File: src/hdl/pct_pkg.sv
// ----------------------------------------------------------------------------
// pct_pkg: shared types and constants for the pointer cursor tracker
// Report kinds, register indexes, divider sizing, sequencer state and the
// control word that the sequencer hands to the datapath.
// ----------------------------------------------------------------------------
`default_nettype none

package pct_pkg;

    // Report kinds carried on the input tuser
    localparam logic [1:0] OP_NONE = 2'd0;
    localparam logic [1:0] OP_ABS  = 2'd1;
    localparam logic [1:0] OP_REL  = 2'd2;

    // Configuration register indexes
    localparam int unsigned REG_IDX_W = 3;
    localparam logic [REG_IDX_W-1:0] REG_SCREEN_WIDTH  = 3'd0;
    localparam logic [REG_IDX_W-1:0] REG_SCREEN_HEIGHT = 3'd1;
    localparam logic [REG_IDX_W-1:0] REG_MOVE_SPEED    = 3'd2;
    localparam logic [REG_IDX_W-1:0] REG_ABS_MAX_X     = 3'd3;
    localparam logic [REG_IDX_W-1:0] REG_ABS_MAX_Y     = 3'd4;
    localparam logic [REG_IDX_W-1:0] REG_REL_RES_X     = 3'd5;
    localparam logic [REG_IDX_W-1:0] REG_REL_RES_Y     = 3'd6;

    // Field widths
    localparam int unsigned SIZE_W  = 16;
    localparam int unsigned SPEED_W = 6;
    localparam int unsigned MAXV_W  = 32;
    localparam int unsigned RES_W   = 16;
    localparam int unsigned POS_W   = 32;
    localparam int unsigned DELTA_W = 32;
    localparam int unsigned CFG_W   = 32;

    // Register reset values
    localparam logic [SIZE_W-1:0]  RST_SCREEN_WIDTH  = 16'd1024;
    localparam logic [SIZE_W-1:0]  RST_SCREEN_HEIGHT = 16'd768;
    localparam logic [SPEED_W-1:0] RST_MOVE_SPEED    = 6'd4;
    localparam logic [MAXV_W-1:0]  RST_ABS_MAX       = 32'd65535;
    localparam logic [RES_W-1:0]   RST_REL_RES       = 16'd1;

    // Shared divider: 48-bit dividend (32 x 16 product), 32-bit divisor
    localparam int unsigned DIVIDEND_W    = POS_W + SIZE_W;
    localparam int unsigned DIVISOR_W     = MAXV_W;
    localparam int unsigned DIV_BITS      = 2;
    localparam int unsigned DIV_STEPS     = DIVIDEND_W / DIV_BITS;
    localparam int unsigned DIV_CNT_W     = $clog2(DIV_STEPS);

    typedef enum logic [2:0] {
        ST_IDLE,
        ST_MUL,
        ST_DIV,
        ST_CLAMP,
        ST_OUT
    } pct_state_t;

    typedef struct packed {
        logic in_ready;
        logic div_start;
        logic clamp_en;
        logic axis;
        logic out_load;
    } pct_ctl_t;

endpackage

`default_nettype wire

File: src/hdl/pct_div.sv
// ----------------------------------------------------------------------------
// pct_div: shared unsigned restoring divider
// Produces DIV_BITS quotient bits per cycle; done pulses for one cycle when
// the quotient is ready, and the quotient holds until the next start.
// ----------------------------------------------------------------------------
`default_nettype none

module pct_div
    import pct_pkg::*;
(
    input  wire logic                  clk,
    input  wire logic                  rst_n,
    input  wire logic                  start,
    input  wire logic [DIVIDEND_W-1:0] dividend,
    input  wire logic [DIVISOR_W-1:0]  divisor,
    output logic                       busy,
    output logic                       done,
    output logic [DIVIDEND_W-1:0]      quotient
);

    logic [DIVISOR_W:0]    rem_reg, rem_next;
    logic [DIVIDEND_W-1:0] quo_reg, quo_next;
    logic [DIVISOR_W-1:0]  dsr_reg;
    logic [DIV_CNT_W-1:0]  cnt_reg;
    logic                  busy_reg;
    logic                  done_reg;

    // Shift in one dividend bit, subtract when it fits
    always_comb
    begin
        rem_next = rem_reg;
        quo_next = quo_reg;
        for (int i = 0; i < DIV_BITS; i++)
        begin
            rem_next = {rem_next[DIVISOR_W-1:0], quo_next[DIVIDEND_W-1]};
            quo_next = {quo_next[DIVIDEND_W-2:0], 1'b0};
            if (rem_next >= {1'b0, dsr_reg})
            begin
                rem_next    = rem_next - {1'b0, dsr_reg};
                quo_next[0] = 1'b1;
            end
        end
    end

    always_ff @(posedge clk or negedge rst_n)
    begin
        if (!rst_n)
        begin
            busy_reg <= 1'b0;
            done_reg <= 1'b0;
            cnt_reg  <= '0;
        end
        else
        begin
            done_reg <= 1'b0;
            if (start)
            begin
                busy_reg <= 1'b1;
                cnt_reg  <= '0;
            end
            else if (busy_reg)
            begin
                cnt_reg <= cnt_reg + 1'b1;
                if (cnt_reg == DIV_CNT_W'(DIV_STEPS - 1))
                begin
                    busy_reg <= 1'b0;
                    done_reg <= 1'b1;
                end
            end
        end
    end

    always_ff @(posedge clk)
    begin
        if (start)
        begin
            rem_reg <= '0;
            quo_reg <= dividend;
            dsr_reg <= divisor;
        end
        else if (busy_reg)
        begin
            rem_reg <= rem_next;
            quo_reg <= quo_next;
        end
    end

    assign busy     = busy_reg;
    assign done     = done_reg;
    assign quotient = quo_reg;

endmodule

`default_nettype wire

File: src/hdl/pct_seq.sv
// ----------------------------------------------------------------------------
// pct_seq: report sequencer
// Steps an absolute or relative report through multiply, divide and clamp
// per axis (not for a no-report word), then loads the output register.
// ----------------------------------------------------------------------------
`default_nettype none

module pct_seq
    import pct_pkg::*;
(
    input  wire logic clk,
    input  wire logic rst_n,
    input  wire logic in_valid,
    input  wire logic in_update,
    input  wire logic div_done,
    input  wire logic out_free,
    output pct_ctl_t  ctl
);

    pct_state_t state_reg, state_next;
    logic       axis_reg, axis_next;

    always_comb
    begin
        state_next = state_reg;
        axis_next  = axis_reg;
        case (state_reg)
            ST_IDLE:
            begin
                axis_next = 1'b0;
                if (in_valid)
                    state_next = in_update ? ST_MUL : ST_OUT;
            end
            ST_MUL:
                state_next = ST_DIV;
            ST_DIV:
                if (div_done)
                    state_next = ST_CLAMP;
            ST_CLAMP:
            begin
                axis_next  = 1'b1;
                state_next = axis_reg ? ST_OUT : ST_MUL;
            end
            ST_OUT:
                if (out_free)
                    state_next = ST_IDLE;
            default:
                state_next = ST_IDLE;
        endcase
    end

    always_comb
    begin
        ctl           = '0;
        ctl.axis      = axis_reg;
        case (state_reg)
            ST_IDLE:  ctl.in_ready  = 1'b1;
            ST_MUL:   ctl.div_start = 1'b1;
            ST_CLAMP: ctl.clamp_en  = 1'b1;
            ST_OUT:   ctl.out_load  = out_free;
            default:  ctl.in_ready  = 1'b0;
        endcase
    end

    always_ff @(posedge clk or negedge rst_n)
    begin
        if (!rst_n)
        begin
            state_reg <= ST_IDLE;
            axis_reg  <= 1'b0;
        end
        else
        begin
            state_reg <= state_next;
            axis_reg  <= axis_next;
        end
    end

endmodule

`default_nettype wire

File: src/hdl/pointer_cursor_tracker.sv
// ----------------------------------------------------------------------------
// pointer_cursor_tracker: screen cursor tracker for pointer reports
// Keeps the cursor position and held flag, updated by absolute and relative
// reports through one shared multiplier and one shared divider.
// ----------------------------------------------------------------------------
// A report word is taken only while the block is idle. An absolute or a
// relative report holds the block from its acceptance to the next
// acceptance: for each axis a multiply step, the shared two-bits-per-cycle
// divider until its done flag and a clamp step, then the step that loads
// the output register once it is free and the idle step that takes the
// next word. A no-report word goes from idle straight to the output load.
// The output register lets the next report be accepted while a result word
// still waits on m_tready.
// Absolute: cursor = pos * size / max, clamped to size - 1. Relative: cursor
// += delta * speed / res (truncating toward zero), clamped to 0 .. size - 1.
// A zero divisor counts as 1, a zero screen size pins the axis to 0, and
// every position is also clamped to the coordinate width. press fires when
// the held flag falls on this report; status is 1 for a no-report word.
// ----------------------------------------------------------------------------
`default_nettype none

module pointer_cursor_tracker
    import pct_pkg::*;
#(
    parameter int unsigned COORD_BITS = 16
)
(
    input  wire logic                  clk,
    input  wire logic                  rst_n,
    // Configuration write channel
    input  wire logic                  cfg_valid,
    output logic                       cfg_ready,
    input  wire logic [REG_IDX_W-1:0]  cfg_index,
    input  wire logic [CFG_W-1:0]      cfg_data,
    // Report stream
    input  wire logic                  s_tvalid,
    output logic                       s_tready,
    // [31:0] abs_pos_x, [63:32] abs_pos_y, [64] touch_active,
    // [96:65] delta_x, [128:97] delta_y, [129] left_button, [135:130] zero
    input  wire logic [135:0]          s_tdata,
    // [1:0] op
    input  wire logic [1:0]            s_tuser,
    // Cursor stream
    output logic                       m_tvalid,
    input  wire logic                  m_tready,
    // [CB-1:0] cursor_x, [2CB-1:CB] cursor_y, [2CB] holding, [2CB+1] press,
    // rest zero (CB = COORD_BITS)
    output logic [((2*COORD_BITS+2+7)/8)*8-1:0] m_tdata,
    // [0] status
    output logic                       m_tuser
);

    localparam int unsigned OUT_W = ((2*COORD_BITS + 2 + 7) / 8) * 8;
    localparam int unsigned LIM_W = (COORD_BITS > SIZE_W) ? COORD_BITS : SIZE_W;
    localparam int unsigned REL_Q_W = DELTA_W + SPEED_W;
    localparam int unsigned SUM_W =
        ((COORD_BITS > REL_Q_W) ? COORD_BITS : REL_Q_W) + 2;
    localparam logic [LIM_W-1:0] CMAX = LIM_W'((64'd1 << COORD_BITS) - 64'd1);
    localparam longint unsigned CMAX_L = (64'd1 << COORD_BITS) - 64'd1;
    localparam longint unsigned HALF_W = 64'(RST_SCREEN_WIDTH) / 2;
    localparam longint unsigned HALF_H = 64'(RST_SCREEN_HEIGHT) / 2;
    localparam logic [COORD_BITS-1:0] RST_POS_X =
        COORD_BITS'((HALF_W > CMAX_L) ? CMAX_L : HALF_W);
    localparam logic [COORD_BITS-1:0] RST_POS_Y =
        COORD_BITS'((HALF_H > CMAX_L) ? CMAX_L : HALF_H);

    // ------------------------------------------------------------------------
    // Configuration registers: the user must write them only while idle (not enforced here); always ready
    // ------------------------------------------------------------------------
    logic [SIZE_W-1:0]  screen_width_reg;
    logic [SIZE_W-1:0]  screen_height_reg;
    logic [SPEED_W-1:0] move_speed_reg;
    logic [MAXV_W-1:0]  abs_max_x_reg;
    logic [MAXV_W-1:0]  abs_max_y_reg;
    logic [RES_W-1:0]   rel_res_x_reg;
    logic [RES_W-1:0]   rel_res_y_reg;

    assign cfg_ready = 1'b1;

    always_ff @(posedge clk or negedge rst_n)
    begin
        if (!rst_n)
        begin
            screen_width_reg  <= RST_SCREEN_WIDTH;
            screen_height_reg <= RST_SCREEN_HEIGHT;
            move_speed_reg    <= RST_MOVE_SPEED;
            abs_max_x_reg     <= RST_ABS_MAX;
            abs_max_y_reg     <= RST_ABS_MAX;
            rel_res_x_reg     <= RST_REL_RES;
            rel_res_y_reg     <= RST_REL_RES;
        end
        else if (cfg_valid && cfg_ready)
        begin
            case (cfg_index)
                REG_SCREEN_WIDTH:  screen_width_reg  <= cfg_data[SIZE_W-1:0];
                REG_SCREEN_HEIGHT: screen_height_reg <= cfg_data[SIZE_W-1:0];
                REG_MOVE_SPEED:    move_speed_reg    <= cfg_data[SPEED_W-1:0];
                REG_ABS_MAX_X:     abs_max_x_reg     <= cfg_data[MAXV_W-1:0];
                REG_ABS_MAX_Y:     abs_max_y_reg     <= cfg_data[MAXV_W-1:0];
                REG_REL_RES_X:     rel_res_x_reg     <= cfg_data[RES_W-1:0];
                REG_REL_RES_Y:     rel_res_y_reg     <= cfg_data[RES_W-1:0];
                default:           ;
            endcase
        end
    end

    // ------------------------------------------------------------------------
    // Sequencer and shared divider
    // ------------------------------------------------------------------------
    pct_ctl_t              ctl;
    logic                  in_accept;
    logic                  in_update;
    logic                  out_free;
    logic                  div_busy;
    logic                  div_done;
    logic [DIVIDEND_W-1:0] div_quot;
    logic [DIVIDEND_W-1:0] mul_prod;
    logic [DIVISOR_W-1:0]  div_dsr;

    assign s_tready  = ctl.in_ready;
    assign in_accept = s_tvalid && s_tready;
    assign in_update = (s_tuser == OP_ABS) || (s_tuser == OP_REL);

    pct_seq u_seq (
        .clk       (clk),
        .rst_n     (rst_n),
        .in_valid  (s_tvalid),
        .in_update (in_update),
        .div_done  (div_done),
        .out_free  (out_free),
        .ctl       (ctl)
    );

    pct_div u_div (
        .clk      (clk),
        .rst_n    (rst_n),
        .start    (ctl.div_start),
        .dividend (mul_prod),
        .divisor  (div_dsr),
        .busy     (div_busy),
        .done     (div_done),
        .quotient (div_quot)
    );

    // ------------------------------------------------------------------------
    // Hold the accepted report
    // ------------------------------------------------------------------------
    logic [1:0]         op_reg;
    logic [POS_W-1:0]   abs_pos_x_reg;
    logic [POS_W-1:0]   abs_pos_y_reg;
    logic               touch_reg;
    logic [DELTA_W-1:0] delta_x_reg;
    logic [DELTA_W-1:0] delta_y_reg;
    logic               left_reg;

    always_ff @(posedge clk)
    begin
        if (in_accept)
        begin
            op_reg        <= s_tuser;
            abs_pos_x_reg <= s_tdata[31:0];
            abs_pos_y_reg <= s_tdata[63:32];
            touch_reg     <= s_tdata[64];
            delta_x_reg   <= s_tdata[96:65];
            delta_y_reg   <= s_tdata[128:97];
            left_reg      <= s_tdata[129];
        end
    end

    // ------------------------------------------------------------------------
    // Per-axis operand select and shared multiplier
    // ------------------------------------------------------------------------
    logic                  is_abs;
    logic [SIZE_W-1:0]     axis_size;
    logic [SIZE_W-1:0]     axis_size_nz;
    logic [MAXV_W-1:0]     axis_max;
    logic [RES_W-1:0]      axis_res;
    logic [POS_W-1:0]      axis_pos;
    logic [DELTA_W-1:0]    axis_delta;
    logic [DELTA_W-1:0]    delta_mag;
    logic                  delta_neg;
    logic [POS_W-1:0]      mul_a;
    logic [SIZE_W-1:0]     mul_b;

    assign is_abs       = (op_reg == OP_ABS);
    assign axis_size    = ctl.axis ? screen_height_reg : screen_width_reg;
    assign axis_size_nz = (axis_size == '0) ? SIZE_W'(1) : axis_size;
    assign axis_max     = ctl.axis ? abs_max_y_reg : abs_max_x_reg;
    assign axis_res     = ctl.axis ? rel_res_y_reg : rel_res_x_reg;
    assign axis_pos     = ctl.axis ? abs_pos_y_reg : abs_pos_x_reg;
    assign axis_delta   = ctl.axis ? delta_y_reg : delta_x_reg;
    assign delta_neg    = axis_delta[DELTA_W-1];
    assign delta_mag    = delta_neg ? (~axis_delta + 1'b1) : axis_delta;

    // Divide magnitudes; the relative sign is put back at the clamp
    assign mul_a    = is_abs ? axis_pos : delta_mag;
    assign mul_b    = is_abs ? axis_size_nz : SIZE_W'(move_speed_reg);
    assign mul_prod = DIVIDEND_W'(mul_a) * DIVIDEND_W'(mul_b);

    always_comb
    begin
        if (is_abs)
            div_dsr = (axis_max == '0) ? DIVISOR_W'(1) : axis_max;
        else
            div_dsr = (axis_res == '0) ? DIVISOR_W'(1) : DIVISOR_W'(axis_res);
    end

    // ------------------------------------------------------------------------
    // Clamp and write back the axis position
    // ------------------------------------------------------------------------
    logic [COORD_BITS-1:0] pos_x_reg;
    logic [COORD_BITS-1:0] pos_y_reg;
    logic                  held_reg;
    logic [SIZE_W-1:0]     size_m1;
    logic [LIM_W-1:0]      lim_full;
    logic [COORD_BITS-1:0] axis_lim;
    logic [COORD_BITS-1:0] axis_cur;
    logic [SUM_W-1:0]      rel_q;
    logic [SUM_W-1:0]      rel_sum;
    logic [COORD_BITS-1:0] pos_next;

    assign size_m1  = (axis_size == '0) ? '0 : axis_size - 1'b1;
    assign lim_full = (LIM_W'(size_m1) < CMAX) ? LIM_W'(size_m1) : CMAX;
    assign axis_lim = lim_full[COORD_BITS-1:0];
    assign axis_cur = ctl.axis ? pos_y_reg : pos_x_reg;
    assign rel_q    = SUM_W'(div_quot[REL_Q_W-1:0]);
    assign rel_sum  = SUM_W'(axis_cur) + (delta_neg ? (~rel_q + 1'b1) : rel_q);

    always_comb
    begin
        if (is_abs)
        begin
            if (div_quot > DIVIDEND_W'(axis_lim))
                pos_next = axis_lim;
            else
                pos_next = div_quot[COORD_BITS-1:0];
        end
        else
        begin
            if (rel_sum[SUM_W-1])
                pos_next = '0;
            else if (rel_sum > SUM_W'(axis_lim))
                pos_next = axis_lim;
            else
                pos_next = rel_sum[COORD_BITS-1:0];
        end
    end

    // ------------------------------------------------------------------------
    // Held flag, result word and output register
    // ------------------------------------------------------------------------
    logic                  held_next;
    logic                  press_next;
    logic                  status_next;
    logic                  m_tvalid_reg;
    logic [OUT_W-1:0]      m_tdata_reg;
    logic                  m_tuser_reg;

    always_comb
    begin
        held_next   = held_reg;
        status_next = 1'b1;
        case (op_reg)
            OP_ABS:
            begin
                held_next   = touch_reg;
                status_next = 1'b0;
            end
            OP_REL:
            begin
                held_next   = left_reg;
                status_next = 1'b0;
            end
            default:
            begin
                held_next   = held_reg;
                status_next = 1'b1;
            end
        endcase
        press_next = held_reg && !held_next;
    end

    assign out_free = !m_tvalid_reg || m_tready;

    always_ff @(posedge clk or negedge rst_n)
    begin
        if (!rst_n)
        begin
            pos_x_reg    <= RST_POS_X;
            pos_y_reg    <= RST_POS_Y;
            held_reg     <= 1'b0;
            m_tvalid_reg <= 1'b0;
        end
        else
        begin
            if (ctl.clamp_en)
            begin
                if (ctl.axis)
                    pos_y_reg <= pos_next;
                else
                    pos_x_reg <= pos_next;
            end
            if (ctl.out_load)
            begin
                held_reg     <= held_next;
                m_tvalid_reg <= 1'b1;
            end
            else if (m_tready)
                m_tvalid_reg <= 1'b0;
        end
    end

    always_ff @(posedge clk)
    begin
        if (ctl.out_load)
        begin
            m_tdata_reg <= OUT_W'({press_next, held_next, pos_y_reg, pos_x_reg});
            m_tuser_reg <= status_next;
        end
    end

    assign m_tvalid = m_tvalid_reg;
    assign m_tdata  = m_tdata_reg;
    assign m_tuser  = m_tuser_reg;

    // ------------------------------------------------------------------------
    // Assertions
    // ------------------------------------------------------------------------
`ifndef SYNTH
    // Never take a report while the divider still works on the last one
    assert property (@(posedge clk) disable iff (!rst_n) s_tready |-> !div_busy)
        else $error("report accepted while divider busy");

    // Start the divider only when it is free
    assert property (@(posedge clk) disable iff (!rst_n) ctl.div_start |-> !div_busy)
        else $error("divider restarted while busy");

    // Never overwrite a result word that has not been taken
    assert property (@(posedge clk) disable iff (!rst_n)
        ctl.out_load |-> (!m_tvalid_reg || m_tready))
        else $error("result word overwritten");

    // A divide finishes with a clamp in the next cycle
    assert property (@(posedge clk) disable iff (!rst_n) div_done |=> ctl.clamp_en)
        else $error("divider result not consumed");
`endif

endmodule

`default_nettype wire

File: config.mk
export PLATFORM = sky130hd
export DESIGN_NAME = pointer_cursor_tracker
export DESIGN_NICKNAME = d
export VERILOG_FILES = /design/src/hdl/pct_pkg.sv /design/src/hdl/pct_div.sv /design/src/hdl/pct_seq.sv /design/src/hdl/pointer_cursor_tracker.sv
export SDC_FILE = /design/constraint.sdc
export NUM_CORES = 2
export LEC_CHECK = 0
export BUFFER_PORTS_ARGS = -buffer_cell sky130_fd_sc_hd__buf_4
export CORE_MARGIN = 3
export CORE_UTILIZATION = 40
export DETAILED_ROUTE_END_ITERATION = 10
export PLACE_DENSITY = 0.58
export SLEW_MARGIN = 15
export SYNTH_ARGS = -nofsm -noshare
export SYNTH_HDL_FRONTEND = slang
export SYNTH_SLANG_ARGS = --single-unit
File: constraint.sdc
create_clock -name clk -period 10.1 [get_ports clk]
set_input_delay 0.505 -clock clk [delete_from_list [all_inputs] [get_ports clk]]
set_output_delay 0.505 -clock clk [all_outputs]
set_load 0.02 [all_outputs]
==> impl_metrics.csv <==
group,metric,value,unit
synth,yosys_warnings,0,
sta,drv_slew,0,
final_layout,final_cell_mix,"nand2_1 (548), inv_1 (537), nor2_1 (437)",
clocking,cts.path.max_buffers,3,
setup_path,crit_start,"u_seq.axis_reg$_DFFE_PN0P_",
final_layout,nFillCells,10272,
setup_path,crit_type,"flop to flop",
detailed_routing,vias,32981,
floorplan,rows,119,
global_routing,grt_remaining_overflow,0,
sta,finalClockSkew,0.03286,ns
final_layout,syn_to_final_growth,12.50,%
clocking,root_buffer,"clkbuf_16",
synth,synth_ff_type,"edfxtp_1",
final_layout,seq_area,0.01259,mm2
floorplan,start_util,0.4063,
global_routing,grt_use_total,0.2251,
synth,yosysSeqAreaShare,0.2923,
detailed_routing,wl_per_cell,20.39,um
placement,place_hpwl,99160,um
sta,rsz0062_at_grt,"false",
sta,holdWs,-0.01419,ns
final_layout,final_common_cell,"nand2_1",
clocking,clock-sinks,458,
setup_path,cp-end-kind,"flop",
synth,avgSynthCellArea,9.592,um2
setup_path,path_common_cell,"fa_1",
floorplan,ios,222,
floorplan,core,0.1060,mm2
sta,fin_setup_tns,0,ns
setup_path,arrival,10.02,ns
setup_path,worst_path_max_delay_cell,"fa_1",
floorplan,die_w,334.1,um
clocking,cts_buffers,51,
clocking,path_clk_slew,0.06,ns
worst_hold_path,hold_path_class,"input port to async pin",
setup_path,worst_r2r_path_depth,33,
setup_path,critPathLaunchType,"flop",
global_routing,grt_max_degree,104,
detailed_routing,ant_nets,0,
setup_path,cp_max_fo,23,
clocking,h-tree-depth,2,
clocking,postCtsHoldBufs,0,
clocking,insertion_delay,0.63,ns
clocking,tritoncts,"yes",
final_layout,layout.nets,5530,
setup_path,r2r-start,"u_seq.axis_reg$_DFFE_PN0P_",
global_routing,grt_antenna_before_repair,5,
run_status,outcome,"complete, but fails checks",
setup_path,max_stage_delay,0.54,ns
synth,postSynthRegisterBits,458,
floorplan,die_area,0.1116,mm2
synth,async_flop_share,0.3908,
final_layout,multi_input_comb_area,0.02775,mm2
global_routing,grt_pass1_wl,196900,um
placement,numPortBuffers,208,
detailed_routing,drt_iter0_drc,2130,
sta,worstMarginPinSlew,1.054,ns
final_layout,largest_reg_flops,48,
sta,relSlewSlack,0.2975,
synth,yosysUniqueCellTypes,101,
synth,syn-cell-area,0.04307,mm2
run,drv_cap,0,
synth,postSynthCellCount,4490,
setup_path,critPathRequiredTime,10.45,ns
sta,setup_viol,0,
detailed_routing,first_pass_iters,5,
detailed_routing,avgViaCountPerCell,5.382,
global_routing,first_global_vias,33863,
sta,layout_min_cycle_time,9.677,ns
final_layout,drive_gt1_frac,0.1628,
detailed_routing,wirelength,125000,um
sta,hold_viol,2,
floorplan,die_height,334.1,um
placement,gp_congestion,0.8857,
synth,synth-edff-count,247,
detailed_routing,drc,0,
run_status,failed_checks,"hold timing",
sta,finalCritPeriodShare,0.9581,
sta,fmax,103.3,MHz
==> logic make-up (layout without fill, tap and decap cells) <==
family	after synthesis	after routing	share of synthesized area
buf+inv	736	977	0.06795
xor+xnor	184	184	0.03742
simple gates	1385	1385	0.1454
mux	322	322	0.08341
fa+ha+maj	659	659	0.2648
other cells	2	8	0.0001744
flops	458	458	0.2923
compound gates	744	744	0.1085
==> synthesized netlist by cell type (25+ instances only) <==
library cell  number  area (um2)
a21o_1            72       540.5
mux2_2           181        2038
nor3_1            62       310.3
a21oi_2           29       254.0
inv_1            538        2019
xor2_1            76       665.6
and3_1            25       156.4
dfxtp_1           32       640.6
a21oi_1          213        1066
ha_1             238        2978
edfxtp_1         247        7417
nor4_1            37       231.5
nand4_1           34       212.7
mux2i_1          123        1231
and2_1            36       225.2
nand2_1          550        2064
nand3_1           32       160.2
dfrtp_1          138        3453
xnor2_1          108       945.9
clkbuf_1         137       514.2
dfstp_2           41        1077
fa_1             421        8428
nand2b_1          41       256.5
nor2_1           442        1659
o21a_1            33       247.7
o21ai_0          195       975.9
==> path summary, 6_finish.rpt <==
kind | to | slack [ns]
min in group clk | delta_y_reg[2]$_DFFE_PP_ | 0.05
min reg2reg | m_tdata[16]$_DFFE_PP_ | 0.47
max reg2reg | u_div.quotient[42]$_DFFE_PP_ | 0.42
min | abs_max_y_reg[22]$_DFFE_PN0P_ | -0.01
max in group asynchronous | u_seq.axis_reg$_DFFE_PN0P_ | 8.39
max | u_div.quotient[42]$_DFFE_PP_ | 0.42
==> stage by stage <==
stage	utilization	setup slack (ns)	instances	cell area, um2
2_1_floorplan	-	0.003866	4495	43100
3_3_place_gp	0.4396	0.1060	6025	46610
3_5_place_dp	0.4396	0.008607	6025	46610
4_1_cts	0.4558	0.1033	6121	48320
5_1_grt	0.4571	0.002495	6128	48450
6_report	0.4571	0.4234	6128	48450
==> layer usage <==
layer / vias to the layer above / wire length [um] / GRT usage
li1: 15467 / - / -
met1: 16359 / 55370 / 0.3026
met2: 961 / 58530 / 0.3789
met3: 188 / 7477 / 0.03535
met4: 6 / 3548 / 0.06005
met5: - / 40 / 0
==> final cells by class <==
type                       instances  area share
antenna                            1  0.00005165
timing repair buffer             342     0.05436
clock buffer                      67     0.02846
clock inverter                    29    0.006791
sequential                       458      0.2599
multi-input combinational       3301      0.5728
inverter                         539     0.04176
tap                             1391     0.03592
==> timing repair <==
| action | CTS | global route |
|---|---|---|
| setup buffers | 0 | 5 |
| setup endpoints to repair | 2 | 13 |
| pin swaps | 0 | 0 |
| gates resized for setup | 1 | 19 |
| gates cloned | 0 | 1 |
==> critical path, delay by kind of cell, from the launching register on <==
family	cells	cell delay, ns
buffers and inverters	8	1.36
muxes	1	0.42
adders and majority gates	7	3.14
and+or+nand+nor	7	1.32
AOI/OAI and AO/OA	10	2.62
DFF	1	0.51
Power is not shown: default switching activity piles up to over one toggle a cycle in this logic, so the estimate is an artifact.
